$ cat src/rtl/wntf_pkg.sv
// Package for the wildcard name/type filter.
// Holds op codes, filter codes, character constants and the structs between
// the top level and the match core. No dependencies.
package wntf_pkg;

  localparam int MaxPatternDef = 64;

  localparam int OpW     = 2;
  localparam int CharW   = 8;
  localparam int KindW   = 2;
  localparam int CfgIdxW = 1;
  localparam int CfgDataW = 2;

  typedef enum logic [OpW-1:0] {
    OpAppend   = 2'd0,
    OpClear    = 2'd1,
    OpNameChar = 2'd2,
    OpNameEnd  = 2'd3
  } op_e;

  // Configuration register indexes
  localparam logic [CfgIdxW-1:0] CfgNameFilterEn = 1'd0;
  localparam logic [CfgIdxW-1:0] CfgTypeFilter   = 1'd1;

  // Type filter codes
  localparam logic [1:0] TypeAny     = 2'd0;
  localparam logic [1:0] TypeRegular = 2'd1;
  localparam logic [1:0] TypeDir     = 2'd2;

  // Entry kinds
  localparam logic [KindW-1:0] KindRegular = 2'd0;
  localparam logic [KindW-1:0] KindDir     = 2'd1;

  localparam logic [CharW-1:0] CharStar     = 8'h2A;
  localparam logic [CharW-1:0] CharQuestion = 8'h3F;

  typedef struct packed {
    logic             valid;
    op_e              op;
    logic [CharW-1:0] character;
  } match_cmd_t;

  typedef struct packed {
    logic matched;
    logic overflow;
  } match_status_t;

endpackage

$ cat src/rtl/wntf_item_if.sv
// Input item channel: valid/ready plus op, character and entry kind.
// Depends on wntf_pkg for field widths.
interface wntf_item_if;
  logic                      valid;
  logic                      ready;
  logic [wntf_pkg::OpW-1:0]   op;
  logic [wntf_pkg::CharW-1:0] character;
  logic [wntf_pkg::KindW-1:0] entry_kind;

  modport source (output valid, op, character, entry_kind, input ready);
  modport sink   (input valid, op, character, entry_kind, output ready);
endinterface

$ cat src/rtl/wntf_result_if.sv
// Result channel: valid/ready plus accepted and pattern_overflow.
// No dependencies.
interface wntf_result_if;
  logic valid;
  logic ready;
  logic accepted;
  logic pattern_overflow;

  modport source (output valid, accepted, pattern_overflow, input ready);
  modport sink   (input valid, accepted, pattern_overflow, output ready);
endinterface

$ cat src/rtl/wntf_cfg_if.sv
// Configuration write channel: valid/ready plus register index and data.
// Depends on wntf_pkg for field widths.
interface wntf_cfg_if;
  logic                          valid;
  logic                          ready;
  logic [wntf_pkg::CfgIdxW-1:0]  index;
  logic [wntf_pkg::CfgDataW-1:0] data;

  modport source (output valid, index, data, input ready);
  modport sink   (input valid, index, data, output ready);
endinterface

$ cat src/rtl/wildcard_name_type_filter_unit.sv
// Wildcard name and entry type filter, top level.
// Depends on wntf_pkg, the three channel interfaces and wntf_match.
//
// Usage:
//   in_i carries one word per cycle when ready: pattern bytes (append), pattern clear,
//   name bytes, and a name-end word that carries the entry kind. Pattern
//   edits restart the name under way. '*' matches any run of bytes, '?'
//   exactly one byte.
//   out_o carries one word per name end: accepted and pattern_overflow.
//   cfg_i writes name_filter_enable (index 0) and type_filter (index 1);
//   it is always ready; the user must write it only while the block is idle (not enforced).
// Timing:
//   One input word per cycle while in_i.ready is high. A name-end word shows its
//   result on out_o in the next cycle; the active-position update, including the star
//   closure done as one carry chain over the pattern, completes in that cycle.
//   in_i.ready drops only while a result sits in the output register and
//   out_o.ready is low; a result that is taken frees the slot the same cycle.
// Reset:
//   Pattern empty, overflow clear, filters off, output empty. The pattern
//   store contents are not cleared; only the first pattern-length bytes
//   are ever read.
module wildcard_name_type_filter_unit #(
  parameter int MaxPattern = wntf_pkg::MaxPatternDef
) (
  input  logic          clk_i,
  input  logic          rst_ni,
  wntf_item_if.sink     in_i,
  wntf_result_if.source out_o,
  wntf_cfg_if.sink      cfg_i
);

  logic       name_en_q;
  logic [1:0] type_filter_q;

  logic out_valid_q;
  logic out_accepted_q;
  logic out_ovf_q;

  logic                    in_fire;
  wntf_pkg::op_e           op;
  wntf_pkg::match_cmd_t    cmd;
  wntf_pkg::match_status_t status;
  logic                    kind_ok;
  logic                    accepted;

  assign in_i.ready  = !out_valid_q || out_o.ready;
  assign in_fire     = in_i.valid && in_i.ready;
  assign op          = wntf_pkg::op_e'(in_i.op);
  assign cfg_i.ready = 1'b1;

  assign cmd.valid     = in_fire;
  assign cmd.op        = op;
  assign cmd.character = in_i.character;

  wntf_match #(
    .MaxPattern(MaxPattern)
  ) u_match (
    .clk_i   (clk_i),
    .rst_ni  (rst_ni),
    .cmd_i   (cmd),
    .status_o(status)
  );

  always_comb begin
    case (type_filter_q)
      wntf_pkg::TypeRegular: kind_ok = (in_i.entry_kind == wntf_pkg::KindRegular);
      wntf_pkg::TypeDir:     kind_ok = (in_i.entry_kind == wntf_pkg::KindDir);
      default:               kind_ok = 1'b1;
    endcase
  end

  assign accepted = !status.overflow && (!name_en_q || status.matched) && kind_ok;

  always_ff @(posedge clk_i or negedge rst_ni) begin
    if (!rst_ni) begin
      name_en_q     <= 1'b0;
      type_filter_q <= wntf_pkg::TypeAny;
    end else if (cfg_i.valid) begin
      case (cfg_i.index)
        wntf_pkg::CfgNameFilterEn: name_en_q     <= cfg_i.data[0];
        wntf_pkg::CfgTypeFilter:   type_filter_q <= cfg_i.data;
        default: ;
      endcase
    end
  end

  always_ff @(posedge clk_i or negedge rst_ni) begin
    if (!rst_ni) begin
      out_valid_q <= 1'b0;
    end else if (in_fire && op == wntf_pkg::OpNameEnd) begin
      out_valid_q <= 1'b1;
    end else if (out_o.ready) begin
      out_valid_q <= 1'b0;
    end
  end

  // Result payload: load on name end only.
  always_ff @(posedge clk_i) begin
    if (in_fire && op == wntf_pkg::OpNameEnd) begin
      out_accepted_q <= accepted;
      out_ovf_q      <= status.overflow;
    end
  end

  assign out_o.valid            = out_valid_q;
  assign out_o.accepted         = out_accepted_q;
  assign out_o.pattern_overflow = out_ovf_q;

endmodule

$ cat src/rtl/wntf_match.sv
// Glob match core: pattern store, pattern length, overflow flag and the
// bit-parallel set of active pattern positions. Depends on wntf_pkg.
module wntf_match #(
  parameter int MaxPattern = wntf_pkg::MaxPatternDef
) (
  input  logic                   clk_i,
  input  logic                   rst_ni,
  input  wntf_pkg::match_cmd_t    cmd_i,
  output wntf_pkg::match_status_t status_o
);

  localparam int NPos = MaxPattern + 1;
  localparam int LenW = $clog2(MaxPattern + 1);

  logic [wntf_pkg::CharW-1:0] store_q [MaxPattern];
  logic [LenW-1:0]            len_q, len_d;
  logic                       ovf_q, ovf_d;
  logic [NPos-1:0]            active_q, active_d;

  logic [NPos-1:0] star;
  logic [NPos-1:0] step;     // non-star position i that consumes the byte
  logic [NPos-1:0] seed;
  logic [NPos:0]   sum;
  logic [NPos-1:0] carry;
  logic [NPos-1:0] closed;
  logic [NPos-1:0] nxt;
  logic            room;

  assign room = (len_q != LenW'(MaxPattern));

  // Per-position decode of the stored pattern.
  for (genvar i = 0; i < MaxPattern; i++) begin : g_pos
    logic in_use;
    logic is_star;
    logic hit;
    assign in_use  = (LenW'(i) < len_q);
    assign is_star = (store_q[i] == wntf_pkg::CharStar);
    assign hit     = (store_q[i] == wntf_pkg::CharQuestion) ||
                     (store_q[i] == cmd_i.character);
    assign star[i] = in_use && is_star;
    assign step[i] = in_use && !is_star && hit;

    always_ff @(posedge clk_i) begin
      if (cmd_i.valid && cmd_i.op == wntf_pkg::OpAppend && room &&
          len_q == LenW'(i)) begin
        store_q[i] <= cmd_i.character;
      end
    end
  end
  assign star[NPos-1] = 1'b0;
  assign step[NPos-1] = 1'b0;

  // Star closure as a carry chain: active stars generate, stars propagate.
  assign seed   = active_q & star;
  assign sum    = {1'b0, star} + {1'b0, seed};
  assign carry  = sum[NPos-1:0] ^ star ^ seed;
  assign closed = active_q | carry;

  // Star positions hold, other positions advance on a match.
  assign nxt = (closed & star) | {(closed[NPos-2:0] & step[NPos-2:0]), 1'b0};

  always_comb begin
    len_d    = len_q;
    ovf_d    = ovf_q;
    active_d = active_q;
    if (cmd_i.valid) begin
      case (cmd_i.op)
        wntf_pkg::OpAppend: begin
          if (room) begin
            len_d = len_q + LenW'(1);
          end else begin
            ovf_d = 1'b1;
          end
          active_d = NPos'(1);
        end
        wntf_pkg::OpClear: begin
          len_d    = '0;
          ovf_d    = 1'b0;
          active_d = NPos'(1);
        end
        wntf_pkg::OpNameChar: begin
          active_d = nxt;
        end
        default: begin
          active_d = NPos'(1);
        end
      endcase
    end
  end

  always_ff @(posedge clk_i or negedge rst_ni) begin
    if (!rst_ni) begin
      len_q    <= '0;
      ovf_q    <= 1'b0;
      active_q <= NPos'(1);
    end else begin
      len_q    <= len_d;
      ovf_q    <= ovf_d;
      active_q <= active_d;
    end
  end

  assign status_o.matched  = closed[len_q];
  assign status_o.overflow = ovf_q;

endmodule

$ cat src/flat_wrapper.sv
// flat-port wrapper written by rule: the top's interface ports become plain ports
module wildcard_name_type_filter_unit_flat 
#(
  parameter int MaxPattern = wntf_pkg::MaxPatternDef
)
  (clk_i, rst_ni, in_i_valid, in_i_op, in_i_character, in_i_entry_kind, in_i_ready, out_o_valid, out_o_accepted, out_o_pattern_overflow, out_o_ready, cfg_i_valid, cfg_i_index, cfg_i_data, cfg_i_ready);
  wntf_item_if in_i_i ();
  wntf_result_if out_o_i ();
  wntf_cfg_if cfg_i_i ();
  input  logic clk_i;
  input  logic rst_ni;
  input wire logic [$bits(in_i_i.valid)-1:0] in_i_valid;
  input wire logic [$bits(in_i_i.op)-1:0] in_i_op;
  input wire logic [$bits(in_i_i.character)-1:0] in_i_character;
  input wire logic [$bits(in_i_i.entry_kind)-1:0] in_i_entry_kind;
  output wire logic [$bits(in_i_i.ready)-1:0] in_i_ready;
  output wire logic [$bits(out_o_i.valid)-1:0] out_o_valid;
  output wire logic [$bits(out_o_i.accepted)-1:0] out_o_accepted;
  output wire logic [$bits(out_o_i.pattern_overflow)-1:0] out_o_pattern_overflow;
  input wire logic [$bits(out_o_i.ready)-1:0] out_o_ready;
  input wire logic [$bits(cfg_i_i.valid)-1:0] cfg_i_valid;
  input wire logic [$bits(cfg_i_i.index)-1:0] cfg_i_index;
  input wire logic [$bits(cfg_i_i.data)-1:0] cfg_i_data;
  output wire logic [$bits(cfg_i_i.ready)-1:0] cfg_i_ready;
  assign in_i_i.valid = in_i_valid;
  assign in_i_i.op = in_i_op;
  assign in_i_i.character = in_i_character;
  assign in_i_i.entry_kind = in_i_entry_kind;
  assign in_i_ready = in_i_i.ready;
  assign out_o_valid = out_o_i.valid;
  assign out_o_accepted = out_o_i.accepted;
  assign out_o_pattern_overflow = out_o_i.pattern_overflow;
  assign out_o_i.ready = out_o_ready;
  assign cfg_i_i.valid = cfg_i_valid;
  assign cfg_i_i.index = cfg_i_index;
  assign cfg_i_i.data = cfg_i_data;
  assign cfg_i_ready = cfg_i_i.ready;
  wildcard_name_type_filter_unit #(.MaxPattern(MaxPattern)) u_core (.clk_i(clk_i), .rst_ni(rst_ni), .in_i(in_i_i), .out_o(out_o_i), .cfg_i(cfg_i_i));
endmodule
$ cat config.mk
export PLATFORM = sky130hd
export DESIGN_NAME = wildcard_name_type_filter_unit_flat
export DESIGN_NICKNAME = d
export VERILOG_FILES = /design/src/rtl/wntf_pkg.sv /design/src/rtl/wntf_item_if.sv /design/src/rtl/wntf_result_if.sv /design/src/rtl/wntf_cfg_if.sv /design/src/rtl/wildcard_name_type_filter_unit.sv /design/src/rtl/wntf_match.sv /design/src/flat_wrapper.sv
export SDC_FILE = /design/constraint.sdc
export NUM_CORES = 1
export LEC_CHECK = 0
export BUFFER_PORTS_ARGS = -buffer_cell sky130_fd_sc_hd__buf_2
export CORE_MARGIN = 2
export CORE_UTILIZATION = 35
export DETAILED_ROUTE_END_ITERATION = 6
export HOLD_SLACK_MARGIN = 0.05
export MAX_ROUTING_LAYER = met4
export PLACE_DENSITY = 0.46
export SYNTH_ARGS = -nofsm -noshare
export SYNTH_HDL_FRONTEND = slang
export SYNTH_SLANG_ARGS = --single-unit
$ cat constraint.sdc
create_clock -name clk_i -period 6.1 [get_ports clk_i]
set_input_delay 0.305 -clock clk_i [delete_from_list [all_inputs] [get_ports clk_i]]
set_output_delay 0.305 -clock clk_i [all_outputs]
set_load 0.05 [all_outputs]
==> flow_summary_export.csv, run 1 <==
group,metric,value,unit
logic_synthesis,avgSynthCellArea,10.2,um2
sta,tightest_slew,1.08,ns
global_route,grt_pass1_vias,28297,
floorplan,start_util,0.352,
sta,fin_worst_skew,0.0282,ns
logic_synthesis,syn_nets,3535,
cells_and_area,seqCellArea,17400,um2
placement,port_buffers,23,
sta,maxSlewHeadroom,0.271,
sta,slew_viol_final,0,
setup_path,crit_family,"simple AND/OR/NAND/NOR gates",
setup_path,cp-end-kind,"register",
cts,path_clk_slew,0.06,ns
cells_and_area,final_cell_mix,"514 x edfxtp_1, 360 x xnor2_1, 326 x nor2_1",
global_route,grt_start_max_net_pins,71,
setup_path,critPathSlowestCell,"dfrtp_2",
logic_synthesis,netlist_area,35800,um2
hold_path,min_to,"u_core.u_match.store_q[1][105]",
cts,cts_tree,"built",
cells_and_area,syn_to_final_growth,12.4,%
hold_path,hold_class,"in2reg",
global_route,grt_pass1_wl,194000,um
sta,max_freq,171,MHz
cts,hold_buffers,11,
power,p_int,7160,uW
setup_path,cpPeakStageDelay,0.73,ns
logic_synthesis,synth-edff-count,514,
setup_path,cp_max_fo,25,
sta,fin_crit_sh,0.957,
logic_synthesis,ys_seq_area_frac,0.486,
cts,cts_sinks,591,
floorplan,die_y,324,um
route,vias,29430,
logic_synthesis,synth_top_area_share,0.432,
run,maxCapViolations,0,
floorplan,dieArea,105000,um2
cts,cts_resized,0,
floorplan,die_w,324,um
setup_path,setup.worst_path.start_class,"register",
setup_path,regToRegEndpoint,"u_core.out_o.accepted",
cells_and_area,final_util,0.396,
cts,clk_latency,0.67,ns
global_route,overflow,0,
logic_synthesis,yosysUniqueCellTypes,113,
cts,htree_num_levels,3,
setup_path,r2r_slack,0.26,ns
cts,post-cts-setup-buffer-count,0,
sta,final_hold_viol_count,0,
cts,cts-buffers-inserted,73,
logic_synthesis,synth-async-reset-ratio,0.130,
setup_path,critPathKind,"reg2reg",
placement,dp_hpwl,95900,um
route,drt_iter0_drc,2816,
sta,post-route-min-period,5.84,ns
setup_path,worstPathCellList,"o21a_1 -> o22ai_1 -> or3_1 -> nor4_1 -> nand2_1 -> nor4_2 -> or4b_1 -> a31oi_1 -> or2_2 -> a21boi_0 -> a211oi_2 -> o41ai_1 -> a21oi_1",
cts,clockBufferDepth,3,
logic_synthesis,ys_warn_count,0,
setup_path,arrival,6.34,ns
setup_path,critPathBufInv,0,
sta,setup_viol,0,
setup_path,reg2regPathDepth,13,
placement,gp_congestion,1.00,
outcome,outcome,"complete, no violations",
setup_path,cp_data_required_time,6.60,ns
logic_synthesis,ys_top_cells_by_area,"edfxtp_1 43%, xnor2_1 8.8%, dfrtp_1 5.3%, xor2_1 3.7%, nor2_1 3.4%",
cts,clockRootBuffer,"clkbuf_16",
floorplan,row_count,117,
global_route,gr-usage-all-layers,0.256,
power,p_comb_frac,0.104,
logic_synthesis,synth_top_flop_cell,"edfxtp_1",
logic_synthesis,synth_top_cell_by_area,"edfxtp_1",
cells_and_area,fin_nets,3572,
route,drc_errors,0,
floorplan,io_pins,25,
power,power_switching,2590,uW
cells_and_area,drive_gt1_frac,0.0860,
route,routed_wl,131000,um
power,clock_power_share,0.437,
power,seq_power_share,0.458,
logic_synthesis,syn_inst,3508,
cells_and_area,final_common_cell,"edfxtp_1",
route,wire_per_inst,26.4,um
logic_synthesis,synth_seq_cells,591,
power,p_leak,0.0121,uW
sta,rsz0062_at_grt,"false",
power,power,9750,uW
power,power.density,243,nW/um2
power,switching_share,0.266,
route,via_per_inst,5.91,
setup_path,r2r-start,"u_core.u_match.len_q[0]",
cells_and_area,multi_input_area,17600,um2
hold_path,worstHoldPathCells,1,
route,ant_nets,0,
cells_and_area,fill_cells,10118,
hold_path,hp-start,"in_i_character[1]",
floorplan,core,102000,um2
sta,setup_tns,0,ns
power,vdd_drop_max,196,uV
route,first_pass_iters,6,
global_route,antenna_found_initial,2,
==> synth_stat cells (19+ instances only) <==
cell,n
nand4_1,141
nor2_1,326
a31oi_1,40
o21ai_0,147
xor2_1,153
o22ai_1,31
edfxtp_1,514
and3_1,42
o31ai_1,20
a21o_1,23
inv_1,55
a21oi_1,170
nor3_1,154
clkbuf_1,95
xnor2_1,360
a22o_1,20
nand4b_1,19
or2_2,20
a211oi_1,28
dfrtp_1,76
and2_1,26
or3_1,66
nand3_1,109
or4_1,31
buf_1,27
nor4_1,105
nor4b_1,22
nand2b_1,32
nand2_1,234
==> metrics by stage <==
step	cells	cell area, um2	hold WS, ns	worst slack (ns)
6_report	4977	40200	0.0849	0.261
5_1_grt	4975	40200	0.0760	0.113
4_1_cts	4973	40200	0.0549	0.360
3_5_place_dp	4827	37700	0.325	0.387
3_3_place_gp	4827	37700	0.323	0.436
2_1_floorplan	3508	35800	0.00941	1.46
==> flip-flops by register name (all words and copies together) (netlist names) <==
signal,flops
u_core.name_en_q,1
u_core.out_o.accepted,1
u_core.out_o.pattern_overflow,1
u_core.out_o.valid,1
u_core.type_filter_q,2
u_core.u_match.active_q,65
u_core.u_match.len_q,7
u_core.u_match.ovf_q,1
u_core.u_match.store_q,512
==> power groups by stage <==
stage	sequential (uW)	combinational [uW]	clock, uW
2_1_floorplan	4520	538	0
3_3_place_gp	4550	989	0
3_5_place_dp	4550	986	0
5_1_grt	4470	1060	4550
6_report	4470	1020	4260
4_1_cts	4470	996	4370
==> worst max path at each step <==
stage / startpoint / endpoint / cells past startpoint
2_1_floorplan: u_core.u_match.len_q[4] / u_core.out_o.accepted / 21
3_3_place_gp: u_core.u_match.len_q[0] / u_core.out_o.accepted / 14
3_5_place_dp: u_core.u_match.len_q[0] / u_core.out_o.accepted / 13
4_1_cts: u_core.u_match.len_q[0] / u_core.out_o.accepted / 13
5_1_grt: u_core.u_match.len_q[0] / u_core.out_o.accepted / 14
6_report: u_core.u_match.len_q[0] / u_core.out_o.accepted / 13
==> cell families (layout without fill, tap and decap cells) <==
family	count (synthesis)	in the layout	share of synthesized area
compound gates	749	749	0.145
flops	591	591	0.486
buf+inv	207	304	0.0238
other cells	1	5	0.000105
fa+ha+maj	7	7	0.00245
mux	5	5	0.00185
xor+xnor	513	513	0.126
simple gates	1435	1435	0.216
==> layer usage <==
metal  vias up  wire, um  global-route usage
li1      13520         -                   -
met1     14805     58900               0.334
met2       875     60900               0.404
met3       230      6860              0.0388
met4         0      4760              0.0939
met5         -         0                   -
==> layout make-up <==
cell class	count	area share
antenna	4	0.000249
clock buffer	95	0.0493
clock inverter	40	0.00906
inverter	56	0.00523
multi-input combinational	2710	0.437
sequential	591	0.432
tap	1368	0.0426
timing repair buffer	113	0.0245
Power figures use the tool's default switching activity.
==> inputs of run 2 (changes only) <==
--- a/config.mk
+++ b/config.mk
@@ -5,12 +5,12 @@
 export SDC_FILE = /design/constraint.sdc
 export NUM_CORES = 1
 export LEC_CHECK = 0
+export ABC_AREA = 1
 export BUFFER_PORTS_ARGS = -buffer_cell sky130_fd_sc_hd__buf_2
 export CORE_MARGIN = 2
 export CORE_UTILIZATION = 35
 export DETAILED_ROUTE_END_ITERATION = 6
 export HOLD_SLACK_MARGIN = 0.05
-export MAX_ROUTING_LAYER = met4
 export PLACE_DENSITY = 0.46
 export SYNTH_ARGS = -nofsm -noshare
 export SYNTH_HDL_FRONTEND = slang
==> constraint.sdc (replaced) <==
create_clock -name clk_i -period 6.1 [get_ports clk_i]
set_input_delay 1.22 -clock clk_i [delete_from_list [all_inputs] [get_ports clk_i]]
set_output_delay 1.22 -clock clk_i [all_outputs]
set_load 0.05 [all_outputs]
==> flow_summary_export.csv, run 2 <==
group,metric,value,unit
logic_synthesis,synth_top_area_share,0.398,
cts,path_clk_slew,0.07,ns
power,vdd_drop_max,160,uV
setup_path,critPathKind,"reg2reg",
setup_path,crit_family,"simple AND/OR/NAND/NOR gates",
floorplan,core,110000,um2
sta,setup_tns,0,ns
logic_synthesis,yosysUniqueCellTypes,69,
logic_synthesis,ys_top_cells_by_area,"edfxtp_1 40%, nand2_1 14%, nor2_1 6.5%, inv_1 5.4%, dfrtp_1 4.9%",
sta,final.setup.worst_slack,1.06,ns
cts,clockRootBuffer,"clkbuf_16",
global_route,antenna_found_initial,1,
floorplan,dieArea,113000,um2
setup_path,crit_top_cell,"nand2_1",
cells_and_area,seqCellArea,17400,um2
cells_and_area,final_cell_mix,"1435 x nand2_1, 670 x nor2_1, 556 x inv_1",
logic_synthesis,synth.most_common_cell,"nand2_1",
sta,slew_viol_final,0,
sta,tightest_slew,1.12,ns
cts,post-cts-setup-buffer-count,0,
placement,pre_cts_ws,1.31,ns
logic_synthesis,ys_warn_count,0,
route,first_pass_iters,7,
logic_synthesis,avgSynthCellArea,7.59,um2
route,via_per_inst,5.37,
cells_and_area,fin_nets,5190,
outcome,violations,"design-rule violations",
logic_synthesis,synth-async-reset-ratio,0.130,
setup_path,critPathSlowestCell,"dfrtp_1",
cts,clk_latency,0.67,ns
route,drc_errors,9,
route,routed_wl,158000,um
route,vias,36077,
sta,post-route-min-period,5.04,ns
route,wire_per_inst,23.5,um
logic_synthesis,synth_commonest_cells,"1435 x nand2_1, 671 x nor2_1, 561 x inv_1",
cells_and_area,final_common_cell,"nand2_1",
setup_path,worstPathCellList,"clkinv_1 -> nand2_1 -> inv_1 -> nand2_1 -> nand4_1 -> nor2_1 -> inv_1 -> nor2_2 -> nand2_1 -> nor3_2 -> nand3_1 -> nand3_1 -> nor2_1 -> nor2_1 -> nor2_1 -> nand2_1 -> nand2_1 -> nand2_1 -> o21bai_1 -> a21oi_1",
cts,cts_resized,0,
cells_and_area,multi_input_area,18700,um2
cells_and_area,largest-register,"u_core.u_match.store_q",
setup_path,setup.worst_path.start_class,"register",
global_route,gr-usage-all-layers,0.276,
logic_synthesis,synth-edff-count,514,
sta,max_freq,198,MHz
cts,cts_tree,"built",
cts,htree_num_levels,3,
logic_synthesis,netlist_area,38800,um2
logic_synthesis,synth_top_flop_cell,"edfxtp_1",
logic_synthesis,synth_seq_cells,591,
cts,clockBufferDepth,3,
logic_synthesis,synth_top_cell_by_area,"edfxtp_1",
floorplan,io_pins,25,
global_route,grt_pass1_vias,33673,
power,power.density,231,nW/um2
global_route,grt_start_max_net_pins,65,
setup_path,cp_data_required_time,6.61,ns
cts,cts-buffers-inserted,76,
global_route,grt_pass1_wl,230000,um
sta,maxSlewHeadroom,0.250,
cells_and_area,largest_register_ffs,512,
cells_and_area,drive_gt1_frac,0.0940,
floorplan,die_w,337,um
logic_synthesis,syn_inst,5109,
route,ant_nets,0,
cells_and_area,fill_cells,11448,
placement,gp_congestion,1.09,
cts,hold_buffers,0,
floorplan,row_count,122,
run,maxCapViolations,0,
floorplan,die_y,337,um
setup_path,arrival,5.55,ns
cells_and_area,largestRegisters,"u_core.u_match.store_q x512, u_core.u_match.active_q x65, u_core.u_match.len_q x7",
hold_path,hold_class,"reg2reg",
sta,fin_worst_skew,0.0321,ns
sta,fin_crit_sh,0.827,
setup_path,cp_max_fo,12,
floorplan,start_util,0.352,
power,p_leak,0.0171,uW
cells_and_area,syn_to_final_growth,12.0,%
route,drt_iter0_drc,3661,
setup_path,cpPeakStageDelay,0.64,ns
outcome,outcome,"finished, violations left",
setup_path,critPathBufInv,3,
placement,port_buffers,23,
sta,rsz0062_at_grt,"false",
sta,final_hold_viol_count,0,
global_route,overflow,0,
logic_synthesis,syn_nets,5136,
setup_path,cp-end-kind,"register",
placement,dp_hpwl,120000,um
logic_synthesis,ys_seq_area_frac,0.448,
cts,cts_sinks,591,
sta,setup_viol,0,
==> run 2: cell types whose count changed after synthesis, sizes merged, moves of 93 or more <==
cell | previous run | this run
nor2 | 327 | 708
nand2 | 235 | 1453
xnor2 | 360 | 198
inv | 55 | 589
xor2 | 153 | 32
nand3 | 109 | 374
nand4 | 142 | 235
or2 | 24 | 168
==> run 2: where the power goes <==
group	internal, uW	switching [uW]	leakage (uW)
logic	252	904	0.0103
registers	4420	54.2	0.00568
clock network	2500	1870	0.00119
total	7180	2830	0.0171
==> run 2: metrics by stage <==
stage | utilization | hold slack [ns] | std cells | total power [uW] | cell area [um2]
finish | 0.394 | 0.454 | 6714 | 10000 | 43400
global route | 0.394 | 0.457 | 6713 | 10300 | 43400
CTS | 0.394 | 0.455 | 6713 | 10100 | 43400
detailed placement | 0.372 | 0.441 | 6573 | 5690 | 41000
global placement | 0.372 | 0.443 | 6573 | 5690 | 41000
floorplan | - | 0.425 | 5109 | 5110 | 38800
==> run 2: final cells by class <==
type,count,area share
clock inverters,47,0.00896
clock buffers,93,0.0464
flip-flops and latches,591,0.400
inverters,597,0.0517
multi-input cells,3799,0.430
repair buffers,98,0.0201
diodes,1,0.0000577
well taps,1488,0.0429
==> run 2: kinds of logic (layout without fill, tap and decap cells) <==
kind of cell / after synthesis / after routing / synth area share
AND/OR/NAND/NOR: 3116 / 3116 / 0.355
flip-flops: 591 / 591 / 0.448
other: 1 / 2 / 0.0000968
buffers and inverters: 719 / 835 / 0.0717
adder cells (fa/ha/maj): 7 / 7 / 0.00226
XOR/XNOR: 230 / 230 / 0.0520
AO/OA/AOI/OAI: 445 / 445 / 0.0711
==> run 2: per-layer routing <==
metal	vias up	global-route usage	routed length [um]
met1	17353	0.395	73600
met5	-	0	0
met4	0	0.101	6010
li1	17175	-	-
met2	1293	0.422	68000
met3	256	0.0398	10400
==> run 2: path summary, 6_finish.rpt <==
kind,start,to,slack (ns),depth (start not counted)
max,u_core.u_match.len_q[2],u_core.out_o.accepted,1.06,20
max in group asynchronous,rst_ni,u_core.u_match.active_q[42],4.29,2
min in group asynchronous,rst_ni,u_core.u_match.active_q[9],0.68,1
max reg2reg,u_core.u_match.len_q[2],u_core.out_o.accepted,1.06,20
min,u_core.u_match.ovf_q,u_core.out_o.pattern_overflow,0.45,0
min reg2reg,u_core.u_match.ovf_q,u_core.out_o.pattern_overflow,0.45,0
